==> config.mk <==
export PLATFORM = sky130hd
export DESIGN_NAME = nn_scl_div
export DESIGN_NICKNAME = d
export VERILOG_FILES = /design/src/hdl/nn_scl_pkg.sv /design/src/hdl/nn_scl_div.sv
export SDC_FILE = /design/constraint.sdc
export NUM_CORES = 1
export LEC_CHECK = 0
export BUFFER_PORTS_ARGS = -buffer_cell sky130_fd_sc_hd__buf_2
export CAP_MARGIN = 20
export CELL_PAD_IN_SITES_DETAIL_PLACEMENT = 1
export CELL_PAD_IN_SITES_GLOBAL_PLACEMENT = 1
export CORE_MARGIN = 3
export CORE_UTILIZATION = 43
export CTS_BUF_LIST = sky130_fd_sc_hd__clkbuf_4 sky130_fd_sc_hd__clkbuf_8 sky130_fd_sc_hd__clkbuf_16
export DETAILED_ROUTE_END_ITERATION = 10
export PLACE_DENSITY = 0.78
export SLEW_MARGIN = 20
export SYNTH_ARGS = -nofsm -noshare
export SYNTH_HDL_FRONTEND = slang
export SYNTH_SLANG_ARGS = --single-unit
==> constraint.sdc <==
create_clock -name i_clk -period 2.7 [get_ports i_clk]
set_input_delay 0 -clock i_clk [delete_from_list [all_inputs] [get_ports i_clk]]
set_output_delay 0 -clock i_clk [all_outputs]
set_load 0.01 [all_outputs]
==> src/hdl/nn_scl_pkg.sv <==
// ----------------------------------------------------------------------------
// nn_scl_pkg
// shared widths, defaults and the configuration struct of the image scaler
// ----------------------------------------------------------------------------
package nn_scl_pkg;

    localparam int CRD_W     = 9;              // coordinate field width
    localparam int SZ_W      = 10;             // size register width
    localparam int PIX_W     = 16;             // rgb565 pixel
    localparam int BYTE_W    = 8;
    localparam int PROD_W    = CRD_W + SZ_W;   // coordinate times size

    localparam int DEF_SIZE  = 360;
    localparam int DST_LIMIT = 512;
    localparam int DEF_MAX_W = 512;
    localparam int DEF_MAX_H = 512;

    localparam int APB_AW    = 5;
    localparam int APB_DW    = 32;

    localparam logic ACT_WRITE = 1'b0;
    localparam logic ACT_READ  = 1'b1;

    // register index, byte address is four times this
    typedef enum logic [2:0] {
        REG_SRC_W = 3'd0,
        REG_SRC_H = 3'd1,
        REG_DST_W = 3'd2,
        REG_DST_H = 3'd3,
        REG_SWAP  = 3'd4
    } t_reg_idx;

    // effective (already clamped) sizes and output mode
    typedef struct packed {
        logic [SZ_W-1:0] src_w;
        logic [SZ_W-1:0] src_h;
        logic [SZ_W-1:0] dst_w;
        logic [SZ_W-1:0] dst_h;
        logic            swap;
    } t_cfg;

endpackage

==> src/hdl/nn_scl_div.sv <==
// ----------------------------------------------------------------------------
// nn_scl_div
// two-lane restoring divider, one quotient bit per lane per cycle
// ----------------------------------------------------------------------------
module nn_scl_div (
    input  logic                          i_clk,
    input  logic                          i_rst_n,
    input  logic                          i_start,
    input  logic [nn_scl_pkg::PROD_W-1:0] i_dvd_x,
    input  logic [nn_scl_pkg::PROD_W-1:0] i_dvd_y,
    input  logic [nn_scl_pkg::SZ_W-1:0]   i_dvs_x,
    input  logic [nn_scl_pkg::SZ_W-1:0]   i_dvs_y,
    output logic                          o_busy,
    output logic [nn_scl_pkg::SZ_W-1:0]   o_q_x,
    output logic [nn_scl_pkg::SZ_W-1:0]   o_q_y
);

    localparam int QW = nn_scl_pkg::SZ_W;
    localparam int CW = $clog2(QW + 1);

    // quotient is below the source size, so it fits in QW bits and the
    // top dividend bits seed the remainder directly
    logic [CW-1:0] r_cnt;
    logic [QW-1:0] r_rem_x, r_rem_y, r_lo_x, r_lo_y;
    logic [QW-1:0] r_dvs_x, r_dvs_y;
    logic [QW-1:0] n_rem_x, n_rem_y;
    logic          n_bit_x, n_bit_y;

    function automatic logic [QW:0] div_step(input logic [QW-1:0] rem,
                                             input logic          din,
                                             input logic [QW-1:0] dvs);
        logic [QW:0] t;
        t = {rem, din};
        if (t >= {1'b0, dvs}) begin
            div_step = {QW'(t - {1'b0, dvs}), 1'b1};
        end else begin
            div_step = {t[QW-1:0], 1'b0};
        end
    endfunction

    always_comb begin
        {n_rem_x, n_bit_x} = div_step(r_rem_x, r_lo_x[QW-1], r_dvs_x);
        {n_rem_y, n_bit_y} = div_step(r_rem_y, r_lo_y[QW-1], r_dvs_y);
    end

    always_ff @(posedge i_clk) begin
        if (!i_rst_n) begin
            r_cnt <= '0;
        end else if (i_start) begin
            r_cnt <= CW'(QW);
        end else if (r_cnt != '0) begin
            r_cnt <= r_cnt - 1'b1;
        end
    end

    always_ff @(posedge i_clk) begin
        if (i_start) begin
            r_rem_x <= QW'(i_dvd_x[nn_scl_pkg::PROD_W-1:QW]);
            r_rem_y <= QW'(i_dvd_y[nn_scl_pkg::PROD_W-1:QW]);
            r_lo_x  <= i_dvd_x[QW-1:0];
            r_lo_y  <= i_dvd_y[QW-1:0];
            r_dvs_x <= i_dvs_x;
            r_dvs_y <= i_dvs_y;
        end else if (r_cnt != '0) begin
            r_rem_x <= n_rem_x;
            r_rem_y <= n_rem_y;
            r_lo_x  <= {r_lo_x[QW-2:0], n_bit_x};
            r_lo_y  <= {r_lo_y[QW-2:0], n_bit_y};
        end
    end

    assign o_busy = (r_cnt != '0);
    assign o_q_x  = r_lo_x;
    assign o_q_y  = r_lo_y;

endmodule

==> results.yml, run 1 <==
grt:
  track_usage: 0.2254
  grt_overflow: 0
  grt_pass1_vias: 3354
  grt_max_degree: 39
  grt_pass1_wl_um: 17130
  antenna_found_initial: 0
drt:
  wire_per_inst_um: 18.50
  ant_nets: 0
  vias: 2986
  drt_iter0_drc: 191
  viasPerCell: 5.294
  routed_wl_um: 10430
  drc: 0
  drt_pass1_iterations: 4
power:
  power_density_nw_per_um2: 955.0
  total_power_w: 0.004787
  p_leak_nw: 2.160
  peakVddDrop_mv: 0.4224
timing:
  slew_headroom: 0.3263
  rsz0062_at_grt: "false"
  hold_slack_ps: 16.84
  tightest_slew_ps: 1011
  period_minus_slack_ps: 2494
  fin_worst_skew_ps: 14.53
  fmax_mhz: 401.0
  setup_tns_ps: 0
  hold_viol: 0
  drv_slew: 0
  final-setup-viol-count: 0
  fin_crit_sh: 0.9236
placement:
  gp_congestion: 0.8555
  port-buffer-count: 81
  dpl.hpwl_um: 6461
yosys:
  synthAdderAreaFrac: 0.07864
  syn_area_um2: 3691
  synth_area_leaders: "edfxtp_1, mux2_2, ha_1, inv_1, dfxtp_1"
  yosysWarnings: 0
  synth_xor_area_frac: 0.02373
  synthMuxAreaShare: 0.09729
  synth_seq_area_share: 0.5044
  ys.flop_type: "edfxtp_1"
  synth_top_area_cell: "edfxtp_1"
  syn_nets: 393
  synth_top_family_by_area: "compound AO/OA/AOI/OAI gates"
  async_flop_share: 0
  synth-simple-area-share: 0.1047
  synthCells: 310
  synth_edf_count: 58
  synth.top_cell.area_share: 0.4719
  synth_compound_area_frac: 0.1447
  yosysUniqueCellTypes: 46
  avgSynthCellArea_um2: 11.91
  synth-seq-cells: 64
layout:
  layout.nets: 537
  antenna-diode-count: 0
  drive_gt1_frac: 0.3072
  n_fill_cell: 912
  final_common_cell: "buf_2"
  most-common-layout-cells: "buf_2, edfxtp_1, dlygate4sd3_1"
  fin_util: 0.6070
  areaGrowthSynthToFinish_pct: 35.80
floorplanning:
  io_pins: 82
  core_area_um2: 8258
  rows: 33
  die_area_um2: 9732
  start_util: 0.4470
  chipHeight_um: 98.65
  die_w_um: 98.65
critical_path:
  cp_top_family: "compound AO/OA/AOI/OAI gates"
  slowest_delay_ps: 440
  required_ps: 2780
  crit_path_max_fanout: 5
  crit_path_start_kind: "register"
  endpoint_kind: "register"
  crit_path_top_delay_cell: "edfxtp_1"
  path_buf_inv: 1
  critPathKind: "register to register"
  cp_cell_sequence: "ha_1 > or2b_1 > a2111oi_4 > o31ai_4 > buf_4 > and3b_2 > a221o_1"
  worstPathArrival_ps: 2570
worst_hold_path:
  hold_path_class: "input pin to register"
flow_run:
  maxCapViolCount: 0
clock_network:
  clockRootBuffer: "clkbuf_8"
  cts_htree_levels: 3
  max-clock-path-buffers: 2
  cts_tree: "yes"
  clk_latency_ps: 340
  path_clk_slew_ps: 80
  cts_sinks: 64
  cts_buffers: 9
run_status:
  status: "completed"
-- through the flow --
step	std cells	instance area, um2	worst slack (ps)
finish	564	5012	206.3
floorplan	310	3691	402.6
global placement	492	4220	267.8
detailed placement	492	4220	178.8
CTS	562	4995	172.8
global route	564	5012	64.69
-- kinds of logic (layout without fill, tap and decap cells) --
logic type	after synthesis	after routing
buf+inv	42	191
xor+xnor	10	10
flops	64	64
fa+ha+maj	22	22
compound gates	70	70
simple gates	70	70
mux	32	32
-- synth_stat cells (all sizes together) (6+ instances only) --
cell    number
mux2        28
nand4        6
inv         33
and3b        6
a21oi       22
edfxtp      58
nand2       17
dfxtp        6
xor2         6
ha          20
nor2        21
o21ai       16
-- final timing paths --
kind / from / end / slack [ps] / depth (start not counted)
setup / recovery: r_rem_x[0]$_DFFE_PP_ / r_rem_x[6]$_DFFE_PP_ / 210 / 7
hold / removal: i_dvd_y[5] / o_q_y[5]$_DFFE_PP_ / 20 / 2
setup reg to reg: r_rem_x[0]$_DFFE_PP_ / r_rem_x[6]$_DFFE_PP_ / 210 / 7
hold reg to reg: r_cnt[3]$_SDFFE_PN0P_ / r_cnt[2]$_SDFFE_PP0P_ / 500 / 2
-- layout make-up --
class                           instances  area, um2  area share
Clock buffer                            9      123.9     0.02471
Timing Repair Buffer                  142       1001      0.1997
Tap cell                              105      131.4     0.02621
Inverter                               33      123.9     0.02471
Multi-Input combinational cell        204       1660      0.3313
Clock inverter                          7      110.1     0.02197
Sequential cell                        64       1862      0.3714
-- what timing repair did --
action                     CTS  global route
setup buffers                0             1
hold endpoints to repair    57             1
hold buffers                54             1
setup endpoints to repair    0             5
resized for setup            0             0
-- metal layers --
| metal | wire, um | vias up | share of wire | track usage |
|---|---|---|---|---|
| met3 | 463 | 23 | 0.044 | 0.05096 |
| met4 | 256 | 0 | 0.025 | 0.08718 |
| met5 | 0 | - | 0 | 0 |
| li1 | - | 1438 | - | - |
| met2 | 5214 | 90 | 0.50 | 0.3770 |
| met1 | 4499 | 1435 | 0.43 | 0.2848 |
-- state kept, by name, indices dropped and copies added, names as in the netlist --
signal,count
r_dvs_x,10
r_rem_y,10
o_q_y,10
o_q_x,10
r_dvs_y,10
r_rem_x,10
r_cnt,4
-- power breakdown --
group | total [W] | internal [W] | leakage [nW] | switching, W
Combinational | 0.00223 | 0.000979 | 1.41 | 0.00125
Clock | 0.00100 | 0.000606 | 0.114 | 0.000394
Sequential | 0.00155 | 0.00140 | 0.638 | 0.000155
Total | 0.00479 | 0.00298 | 2.16 | 0.00180
No activity file was read; power rests on OpenSTA's default activity.
==> run 2, diff against run 1 <==
ABC_AREA = 1   (was default)
CORE_UTILIZATION = 41   (was 43)
PLACE_DENSITY = 0.79   (was 0.78)
==> results.yml, run 2 <==
power:
  clockPowerShare: 0.241
  power_density_nw_per_um2: 814.6
  p_leak_nw: 2.687
  p_int_w: 0.002621
  seqPwrFrac: 0.333
  swShare: 0.3963
  combPwrFrac: 0.426
  p_switching_w: 0.001721
  peakVddDrop_mv: 0.3045
yosys:
  synth.top_cell.area_share: 0.4408
  synth_seq_area_share: 0.4712
  synth_area_leaders: "edfxtp_1, nand2_1, inv_1, ha_1, nand3_1"
  synth-seq-cells: 64
  synth_edf_count: 58
  syn_area_um2: 3951
  avgSynthCellArea_um2: 8.097
  synth_most_common_cell: "nand2_1"
  yosysWarnings: 0
  async_flop_share: 0
  ys.flop_type: "edfxtp_1"
  syn_nets: 571
  synth_top_area_cell: "edfxtp_1"
  synth_common_cells: "nand2_1, inv_1, edfxtp_1"
  synthCells: 488
  yosysUniqueCellTypes: 28
placement:
  place_ws_ps: 485.7
  port-buffer-count: 81
  placed_area_um2: 4496
  gp_congestion: 0.8583
  dpl.hpwl_um: 7560
drt:
  drt_iter0_drc: 96
  wire_per_inst_um: 15.58
  drt_pass1_iterations: 4
  viasPerCell: 4.834
  ant_nets: 0
  routed_wl_um: 11920
  drc: 0
  vias: 3698
timing:
  period_minus_slack_ps: 2305
  hold_viol: 0
  fin_worst_skew_ps: 8.696
  final-setup-viol-count: 0
  fin_crit_sh: 0.8537
  rsz0062_at_grt: "false"
  setup_slack_ps: 395.1
  tightest_slew_ps: 683.4
  drv_slew: 0
  slew_headroom: 0.5444
  fmax_mhz: 433.9
  setup_tns_ps: 0
layout:
  final_common_cell: "nand2_1"
  final_area_um2: 5330
  areaGrowthSynthToFinish_pct: 34.90
  drive_gt1_frac: 0.1918
  n_fill_cell: 1154
  most-common-layout-cells: "nand2_1, buf_2, inv_1"
  layout.nets: 714
  antenna-diode-count: 0
clock_network:
  max-clock-path-buffers: 2
  cts.hold.buffers_added: 59
  path_clk_slew_ps: 80
  clockRootBuffer: "clkbuf_8"
  clk_latency_ps: 350
  cts_htree_levels: 3
  cts_tree: "yes"
  cts_setup_buffers: 0
  post_cts_resized: 0
  cts_sinks: 64
  cts_buffers: 9
floorplanning:
  die_area_um2: 10850
  start_util: 0.4256
  io_pins: 82
  die_w_um: 104.2
  chipHeight_um: 104.2
  rows: 35
  core_area_um2: 9284
critical_path:
  crit_path_max_fanout: 3
  required_ps: 2810
  endpoint_kind: "register"
  crit_path_start_kind: "register"
  critPathKind: "register to register"
  worstPathArrival_ps: 2420
worst_hold_path:
  hold_path_class: "input pin to register"
grt:
  grt_max_degree: 62
  grt_overflow: 0
  track_usage: 0.2312
  grt_pass1_vias: 4171
  antenna_found_initial: 0
  grt_pass1_wl_um: 20130
run_status:
  status: "completed"
flow_run:
  maxCapViolCount: 0
## run 2: worst max-delay path, stage by stage, from the launching register on
cell,delay [ps]
edfxtp_1,370
inv_1,70
ha_1,230
fa_1,410
o21ai_0,430
nand2_1,150
nand2_1,90
nand2_1,50
nand2_1,50
nand2_1,50
nand3_1,80
nand2_1,60
## run 2: final cells by class
type                            instances  area, um2  area share
Clock buffer                            9      123.9     0.02324
Timing Repair Buffer                  143       1031      0.1934
Sequential cell                        64       1862      0.3493
Tap cell                              129      161.4     0.03028
Multi-Input combinational cell        339       1754      0.3291
Inverter                               74      277.8     0.05211
Clock inverter                          7      120.1     0.02254
## run 2: cell families after synthesis
group,after synthesis,synth area share
adders and majority gates,22,0.07346
and+or+nand+nor,281,0.3110
xor gates and xnor gates,8,0.01773
AOI/OAI and AO/OA,28,0.04180
buffers and inverters,85,0.08486
DFF,64,0.4712
## run 2: path summary, 6_finish.rpt
kind,start,endpoint,slack (ps),cells after the start
worst max register to register,o_q_x[9]$_DFFE_PP_,r_rem_x[6]$_DFFE_PP_,400,11
worst max-delay path,o_q_x[9]$_DFFE_PP_,r_rem_x[6]$_DFFE_PP_,400,11
worst min-delay path,i_start,r_dvs_x[9]$_DFFE_PP_,300,2
worst min register to register,r_cnt[0]$_SDFFE_PP0P_,r_cnt[0]$_SDFFE_PP0P_,490,1
## run 2: power groups by stage
stage          logic, W  registers (W)  clock network, W
2_1_floorplan   0.00130        0.00145                 0
3_3_place_gp    0.00168        0.00145                 0
3_5_place_dp    0.00174        0.00146                 0
4_1_cts         0.00183        0.00144           0.00106
5_1_grt         0.00210        0.00147           0.00111
6_report        0.00185        0.00145           0.00105
## run 2: stage by stage
step	cells	hold WS (ps)	util	power, W
6_report	765	298.7	0.5741	0.004342
5_1_grt	765	343.6	0.5741	0.004684
4_1_cts	765	321.3	0.5741	0.004338
3_5_place_dp	690	178.8	0.4842	0.003203
3_3_place_gp	690	176.0	0.4842	0.003132
2_1_floorplan	488	98.87	-	0.002752
## run 2: metal layers
| layer | part of all wire | track usage |
|---|---|---|
| met1 | 0.42 | 0.2711 |
| met2 | 0.51 | 0.4206 |
| met3 | 0.049 | 0.04780 |
| met4 | 0.017 | 0.07502 |
| met5 | 0 | 0 |
