File: src/hdl/nn_scl_pkg.sv
// ----------------------------------------------------------------------------
// nn_scl_pkg
// shared widths, defaults and the configuration struct of the image scaler
// ----------------------------------------------------------------------------
package nn_scl_pkg;

    localparam int CRD_W     = 9;              // coordinate field width
    localparam int SZ_W      = 10;             // size register width
    localparam int PIX_W     = 16;             // rgb565 pixel
    localparam int BYTE_W    = 8;
    localparam int PROD_W    = CRD_W + SZ_W;   // coordinate times size

    localparam int DEF_SIZE  = 360;
    localparam int DST_LIMIT = 512;
    localparam int DEF_MAX_W = 512;
    localparam int DEF_MAX_H = 512;

    localparam int APB_AW    = 5;
    localparam int APB_DW    = 32;

    localparam logic ACT_WRITE = 1'b0;
    localparam logic ACT_READ  = 1'b1;

    // register index, byte address is four times this
    typedef enum logic [2:0] {
        REG_SRC_W = 3'd0,
        REG_SRC_H = 3'd1,
        REG_DST_W = 3'd2,
        REG_DST_H = 3'd3,
        REG_SWAP  = 3'd4
    } t_reg_idx;

    // effective (already clamped) sizes and output mode
    typedef struct packed {
        logic [SZ_W-1:0] src_w;
        logic [SZ_W-1:0] src_h;
        logic [SZ_W-1:0] dst_w;
        logic [SZ_W-1:0] dst_h;
        logic            swap;
    } t_cfg;

endpackage

File: src/hdl/nn_scl_regs.sv
// ----------------------------------------------------------------------------
// nn_scl_regs
// apb register file with clamping of the size registers
// ----------------------------------------------------------------------------
module nn_scl_regs #(
    parameter int MAX_SRC_WIDTH  = nn_scl_pkg::DEF_MAX_W,
    parameter int MAX_SRC_HEIGHT = nn_scl_pkg::DEF_MAX_H
) (
    input  logic                          i_clk,
    input  logic                          i_rst_n,
    input  logic                          psel,
    input  logic                          penable,
    input  logic                          pwrite,
    input  logic [nn_scl_pkg::APB_AW-1:0] paddr,
    input  logic [nn_scl_pkg::APB_DW-1:0] pwdata,
    output logic [nn_scl_pkg::APB_DW-1:0] prdata,
    output logic                          pready,
    output nn_scl_pkg::t_cfg              o_cfg
);

    localparam int SW = nn_scl_pkg::SZ_W;
    localparam int DW = nn_scl_pkg::APB_DW;

    logic [SW-1:0]        r_src_w, r_src_h, r_dst_w, r_dst_h;
    logic                 r_swap;
    logic                 w_wr;
    nn_scl_pkg::t_reg_idx w_idx;

    // zero acts as one, anything above the limit acts as the limit
    function automatic logic [SW-1:0] clamp_size(input logic [SW-1:0] v, input int hi);
        if (v == '0) begin
            clamp_size = SW'(1);
        end else if (int'(v) > hi) begin
            clamp_size = SW'(hi);
        end else begin
            clamp_size = v;
        end
    endfunction

    assign w_wr   = psel & penable & pwrite;
    assign w_idx  = nn_scl_pkg::t_reg_idx'(paddr[nn_scl_pkg::APB_AW-1:2]);
    assign pready = 1'b1;

    always_ff @(posedge i_clk) begin
        if (!i_rst_n) begin
            r_src_w <= SW'(nn_scl_pkg::DEF_SIZE);
            r_src_h <= SW'(nn_scl_pkg::DEF_SIZE);
            r_dst_w <= SW'(nn_scl_pkg::DEF_SIZE);
            r_dst_h <= SW'(nn_scl_pkg::DEF_SIZE);
            r_swap  <= 1'b1;
        end else if (w_wr) begin
            case (w_idx)
                nn_scl_pkg::REG_SRC_W: r_src_w <= pwdata[SW-1:0];
                nn_scl_pkg::REG_SRC_H: r_src_h <= pwdata[SW-1:0];
                nn_scl_pkg::REG_DST_W: r_dst_w <= pwdata[SW-1:0];
                nn_scl_pkg::REG_DST_H: r_dst_h <= pwdata[SW-1:0];
                nn_scl_pkg::REG_SWAP:  r_swap  <= pwdata[0];
                default: ;
            endcase
        end
    end

    always_comb begin
        case (w_idx)
            nn_scl_pkg::REG_SRC_W: prdata = DW'(r_src_w);
            nn_scl_pkg::REG_SRC_H: prdata = DW'(r_src_h);
            nn_scl_pkg::REG_DST_W: prdata = DW'(r_dst_w);
            nn_scl_pkg::REG_DST_H: prdata = DW'(r_dst_h);
            nn_scl_pkg::REG_SWAP:  prdata = DW'(r_swap);
            default:               prdata = '0;
        endcase
    end

    assign o_cfg.src_w = clamp_size(r_src_w, MAX_SRC_WIDTH);
    assign o_cfg.src_h = clamp_size(r_src_h, MAX_SRC_HEIGHT);
    assign o_cfg.dst_w = clamp_size(r_dst_w, nn_scl_pkg::DST_LIMIT);
    assign o_cfg.dst_h = clamp_size(r_dst_h, nn_scl_pkg::DST_LIMIT);
    assign o_cfg.swap  = r_swap;

endmodule

File: config.mk
export PLATFORM = sky130hd
export DESIGN_NAME = nn_scl_regs
export DESIGN_NICKNAME = d
export VERILOG_FILES = /design/src/hdl/nn_scl_pkg.sv /design/src/hdl/nn_scl_regs.sv
export SDC_FILE = /design/constraint.sdc
export NUM_CORES = 1
export LEC_CHECK = 0
export ABC_AREA = 1
export BUFFER_PORTS_ARGS = -buffer_cell sky130_fd_sc_hd__buf_2
export CORE_MARGIN = 1.5
export CORE_UTILIZATION = 47
export DETAILED_ROUTE_END_ITERATION = 7
export PLACE_DENSITY_LB_ADDON = 0.3
export RECOVER_POWER = 50
export SLEW_MARGIN = 40
export SYNTH_ARGS = -nofsm -noshare
export SYNTH_HDL_FRONTEND = slang
export SYNTH_SLANG_ARGS = --single-unit
export TNS_END_PERCENT = 30
File: constraint.sdc
create_clock -name i_clk -period 1.2 [get_ports i_clk]
set_input_delay 0.24 -clock i_clk [delete_from_list [all_inputs] [get_ports i_clk]]
set_output_delay 0.24 -clock i_clk [all_outputs]
set_load 0.01 [all_outputs]
==> metrics, run 1 <==
unrepaired setup endpoints after global routing=true; H-tree levels=2; share of post-route cells with drive strength above 1=between 40% and 50%; number of flops mapped to enable cells by yosys=0; count of pins over their slew limit=0; post-CTS clock slew at the launch and capture registers of the worst setup and hold paths=~80 ps; Reg2Reg Launch Point=r_dst_w[3]; detailed-route via count=2879; # IOs=~120; Synth Area in Compound Gates=under 10%; result of the run=complete, but fails checks; Detail Placement HPWL=between 5 and 6 mm; critical path data arrival time=~1400 ps; power density over cell area=around 810 nW/um^2; top-count cell post-synth=nor2_1; GRT Overall Usage=26.1%; fraction of synthesized cell area taken by the top area cell type=roughly a third; largest net degree at the start of global routing=42; Final setup viols=46; largest area contributor in the netlist=dfxtp_1; global-route wire length before repair=~11 mm; WL met2=about 3.8 mm; DRC violation total after the first TritonRoute iteration=209; hold path start=pwdata[5]; Syn Area/Cell=a little over 6 sq um; worst setup slack after layout=-432 ps; number of clock sinks=between 40 and 50; total of buffers placed on input and output ports=68; maximum achievable frequency=613 MHz; number of buffers created by CTS=5; Met1 Wirelength=roughly 3.0 mm; critical path data required time=960 ps; vias in the first global route=2447; top post-synthesis cells by area=dfxtp_1, nor2_1, nand2_1; worst vdd rail ir drop=just under 0.6 mV; leading cell types by count after synthesis=nor2_1, nand2_1, inv_1; number of iterations in the first detailed-routing pass=4; launching element type of the critical path=flop; Synth Register Bits=between 40 and 50; Ys Warns=0; initial antenna violation count=0; number of buffers on the longest clock path=2; wire length on met3=roughly 520 um; drt wl/cell=~13 um; Final Non-Filler Cells=between 600 and 700; Main synth FF type=dfxtp_1; CP Capture Type=output port; main combinational cell family by area after synthesis=simple AND/OR/NAND/NOR gates; adder-cell share of the synthesized area=0%; library cells used by synthesis=22; Seq/Total Area, Yosys=33.5%; drt via density=around 4.8; wire length reported by the detailed router=7.60 mm; failing checks=negative setup slack; gp weighted congestion=just over 0.9; post-synthesis instance area=approximately 2400 sq um; xor/xnor share of the synthesized area=0%; CP Max Fanout=2; Clock Skew=0 ps; sink of the worst hold path=r_src_w[5]; overall die area=around 5600 sq um; post-route setup TNS=-12760 ps; CTS hold repair buffers=0; time the final worst path needs with I/O delays and setup=approximately 1600 ps; Hold Fails Final Rpt=0; worst-case reg-to-reg path depth=5; Maximum Capacitance Violations=0; number of instances on the worst hold path=3; placeable core area=roughly 5100 sq um; multiplexer share of the synthesized area=0%; count of antenna-violating nets left after detailed routing=0; fraction of synthesis flops using an asynchronous set or reset pin=0%; worst skew pair latency=300 ps; basic-gate share of the synthesized area counting and, or, nand and nor cells=between 30% and 40%; clock tree from TritonCTS=yes; Tightest Hold Check Type=primary input to flop; total instance count after detailed placement=between 500 and 600; starting density of the core=48.2%; num rows=26; critical register-to-register path endpoint=r_dst_w[3]; type of the setup path with the least slack=flop to output port; highest routing layer actually used=met4; die boundary height=about 75 um; Horiz. Die Dim=~75 um; area overhead of the layout relative to synthesis=47.2%; Final Hold Slack=255 ps; Synth Instances=roughly 400; Total Nets Final=572; residual overflow from global routing=0; Worst R2R Setup Slack=220 ps; leakage power of the design=approximately 1.9 nW; number of antenna cells inserted=0; final worst-path cycle share=136%; Clock Root Buffer=clkbuf_8; number of remaining DRC errors=0
-- sequential cells by signal, indices dropped and copies added (netlist names) --
register  count
r_src_w      10
r_dst_w      10
r_src_h      10
r_swap        1
r_dst_h      10
-- area by class of cell --
cell class | count | area, sq um
fillers | 423 | 1470
multi-input cells | 295 | 1430
repair buffers | 136 | 900
flip-flops and latches | 41 | 868
inverters | 51 | 199
well taps | 70 | 87.6
clock buffers | 7 | 86.3
clock inverters | 1 | 30.0
-- cells by family after synthesis --
logic type / Yosys count
buf+inv: 87
compound gates: 37
flops: 41
other cells: 2
simple gates: 235
-- cell usage in the layout (no fill, tap or decap), drive strengths merged --
cell    instances
nor2          117
nand4           9
dfxtp          41
o21ai          28
nand3b          1
bufinv          1
nand3          19
buf           129
conb           23
clkbuf         14
o211ai          8
nand2          89
inv            51
o21a            1
-- stage by stage --
stage / setup WS [ps] / cell area, sq um / utilization [%] / total power [W]
6_report: -432 / 3600 / 71.0 / 0.00293
5_1_grt: -545 / 3600 / 71.0 / 0.00303
4_1_cts: -366 / 3420 / 67.4 / 0.00291
3_5_place_dp: -184 / 3220 / 63.4 / 0.00178
3_3_place_gp: -99.2 / 3220 / 63.4 / 0.00177
2_1_floorplan: 23.8 / 2530 / - / 0.00165
-- worst max-delay path, cell delays in order, from the launching register on --
cell,delay [ps]
dfxtp_2,330
nor2_2,140
nand2_1,120
o21ai_0,230
nand2_1,90
inv_1,60
buf_2,120
-- per-layer routing --
layer  track usage [%]  up-vias
met1              31.0     1286
li1                  -     1443
met5                 0        -
met4              10.9        0
met2              46.6      126
met3              4.42       24
-- where the power goes --
group          leakage [nW]  switching, W  total (W)  internal (W)
Clock                0.0585      0.000480    0.00116      0.000678
Combinational          1.47      0.000237   0.000379      0.000143
Sequential            0.338     0.0000155    0.00139       0.00137
Total                  1.86      0.000733    0.00293       0.00219
-- how the worst max path moves through the flow --
stage	startpoint	endpoint	cells after the start	slack, ps
after CTS	r_src_h[5]	o_cfg[26]	5	-370
final	r_src_w[6]	o_cfg[31]	6	-430
after floorplan	r_src_h[4]	o_cfg[22]	4	20
after global routing	r_src_w[4]	o_cfg[31]	6	-550
after detailed placement	r_dst_w[6]	o_cfg[14]	6	-180
after global placement	r_dst_w[7]	o_cfg[15]	6	-100
-- repair_timing --
action | CTS | global route
endpoints found under the setup margin | 45 | 47
gates resized for setup | 42 | 69
buffers inserted | 0 | 2
pin swaps | 11 | 20
Note: power is estimated with default switching activity, not from simulation.
==> run 2: changes to the inputs <==
CORE_ASPECT_RATIO = 1.1   (was default)
==> run 2 against run 1 <==
- the flow still finishes with violations (negative setup slack)
- setup slack gained 55 ps
- clock power hardly changed
- register-to-register slack improved by 120 ps
- die area is essentially flat
- worst hold slack got worse by 5.1 ps
- cell count fell by 2.7%
- via count shrank 0.21%
- utilization grew 0.19 points
- critical endpoint unchanged
- largest cell class unchanged
==> metrics, run 2 (synthesis results as in run 1) <==
drt via density=between 4 and 5; post-CTS clock slew at the launch and capture registers of the worst setup and hold paths=approximately 80 ps; CP Capture Type=output port; Tightest Hold Check Type=primary input to flop; commonest cells after routing, fill and taps aside=nor2_1, nand2_1, buf_2; Total Nets Final=around 570; total of buffers placed on input and output ports=a little under 70; Hold Fails Final Rpt=0; Maximum Capacitance Violations=0; launching element type of the critical path=flop; category of cells accounting for the largest share of critical-path delay=simple AND/OR/NAND/NOR gates; H-tree levels=2; share of post-route cells with drive strength above 1=41.7%; launching instance or port of the critical path=r_src_w[1]; residual overflow from global routing=0; number of buffers created by CTS=5; initial antenna violation count=0; Final setup viols=between 40 and 50; time the final worst path needs with I/O delays and setup=roughly 1600 ps; CP Max Fanout=2; DRC violation total after the first TritonRoute iteration=148; starting density of the core=just under 50%; # IOs=around 120; post-route setup TNS=-12710 ps; placeable core area=~5000 sq um; detailed-route via count=2873; number of iterations in the first detailed-routing pass=7; power density over cell area=between 800 and 900 nW/um^2; area taken by multi-input logic gates=roughly 1500 sq um; num rows=27; cell repeated most along the worst path=nand2_1; worst skew pair latency=300 ps; Clock Root Buffer=clkbuf_8; unrepaired setup endpoints after global routing=true; worst vdd rail ir drop=0.846 mV; global-route wire length before repair=between 10 and 15 mm; largest net degree at the start of global routing=between 40 and 50; number of remaining DRC errors=0; leakage power of the design=between 1.5 and 2 nW; maximum achievable frequency=~630 MHz; Clock Skew=0 ps; die boundary height=78.7 um; number of buffers on the longest clock path=2; result of the run=complete, but fails checks; count of antenna-violating nets left after detailed routing=0; gp weighted congestion=between 1 and 1.5; drt wl/cell=between 10 and 15 um; total design power=approximately 0.0029 W; number of antenna cells inserted=0; Horiz. Die Dim=71.8 um; slowest library cell on the worst path=dfxtp_2; type of the setup path with the least slack=flop to output port; number of fill cells in the layout=about 420; wire length reported by the detailed router=approximately 7.6 mm; CTS hold repair buffers=0; clock tree from TritonCTS=yes; number of clock sinks=41; count of pins over their slew limit=0; DP Area=approximately 3200 sq um; commonest non-fill, non-tap cell in the layout=nor2_1; CP cell instances=nor2_4, nand2_1, nor2_1, nand2_1, nand2_1, nand2_1, inv_1, buf_2; Detail Placement HPWL=5.40 mm; final design area excluding fillers=roughly 3600 sq um; area overhead of the layout relative to synthesis=45.4%; hold path start=pwdata[7]; vias in the first global route=about 2600; sum of buffers and inverters on the critical path=2; failing checks=negative setup slack; final worst-path cycle share=131%; critical path data required time=between 900 and 1000 ps; GRT Overall Usage=between 20% and 30%; maximum cell stage delay along the critical path=340 ps; final core area utilization=between 70% and 80%; worst setup slack after layout=-378 ps; Reg2Reg Launch Point=r_src_w[5]; overall die area=approximately 5600 sq um; sequential standard cell area=about 850 sq um; critical path data arrival time=about 1300 ps
run 2: cell type report:
| class | instances | share of cell area (%) |
|---|---|---|
| multi-input cells | 295 | 41.0 |
| inverters | 51 | 5.45 |
| clock inverters | 1 | 0.844 |
| flip-flops and latches | 41 | 24.0 |
| repair buffers | 132 | 24.3 |
| well taps | 58 | 2.04 |
| clock buffers | 7 | 2.43 |
run 2: worst min-delay path, stage by stage:
cell and delay, ps:
buf_2 130, nor2_1 60, nor2_1 80
run 2: per-stage QoR:
stage	worst slack [ps]	hold WS, ps	std cells
after floorplan	23.8	366	423
after global placement	-153	482	575
after detailed placement	-178	506	575
after CTS	-364	231	585
after global routing	-450	251	585
final	-378	250	585
run 2: repair_timing:
| action | CTS | global route |
|---|---|---|
| endpoints found under the setup margin | 45 | 49 |
| setup buffers | 2 | 0 |
| pin swaps | 10 | 20 |
| gates resized for setup | 46 | 55 |
run 2: metal layers:
layer  part of all wire (%)  global-route usage, %  vias up
met3                    7.2                   4.88       30
met4                    5.2                   16.4        0
met1                     40                   32.8     1278
met5                      0                      0        -
met2                     48                   45.3      125
li1                       -                      -     1440
run 2: power breakdown:
part / leakage (nW) / total [W] / internal (W) / switching (W)
clock: 0.0585 / 0.00116 / 0.000678 / 0.000481
sequential: 0.335 / 0.00139 / 0.00138 / 0.0000148
combinational: 1.45 / 0.000375 / 0.000138 / 0.000238
total: 1.84 / 0.00293 / 0.00219 / 0.000733
run 2: final timing paths:
check	cells past startpoint	endpoint	slack, ps
hold reg to reg	2	r_swap	520
setup reg to reg	4	r_src_w[5]	340
setup / recovery	8	o_cfg[31]	-380
hold / removal	3	r_dst_w[7]	250
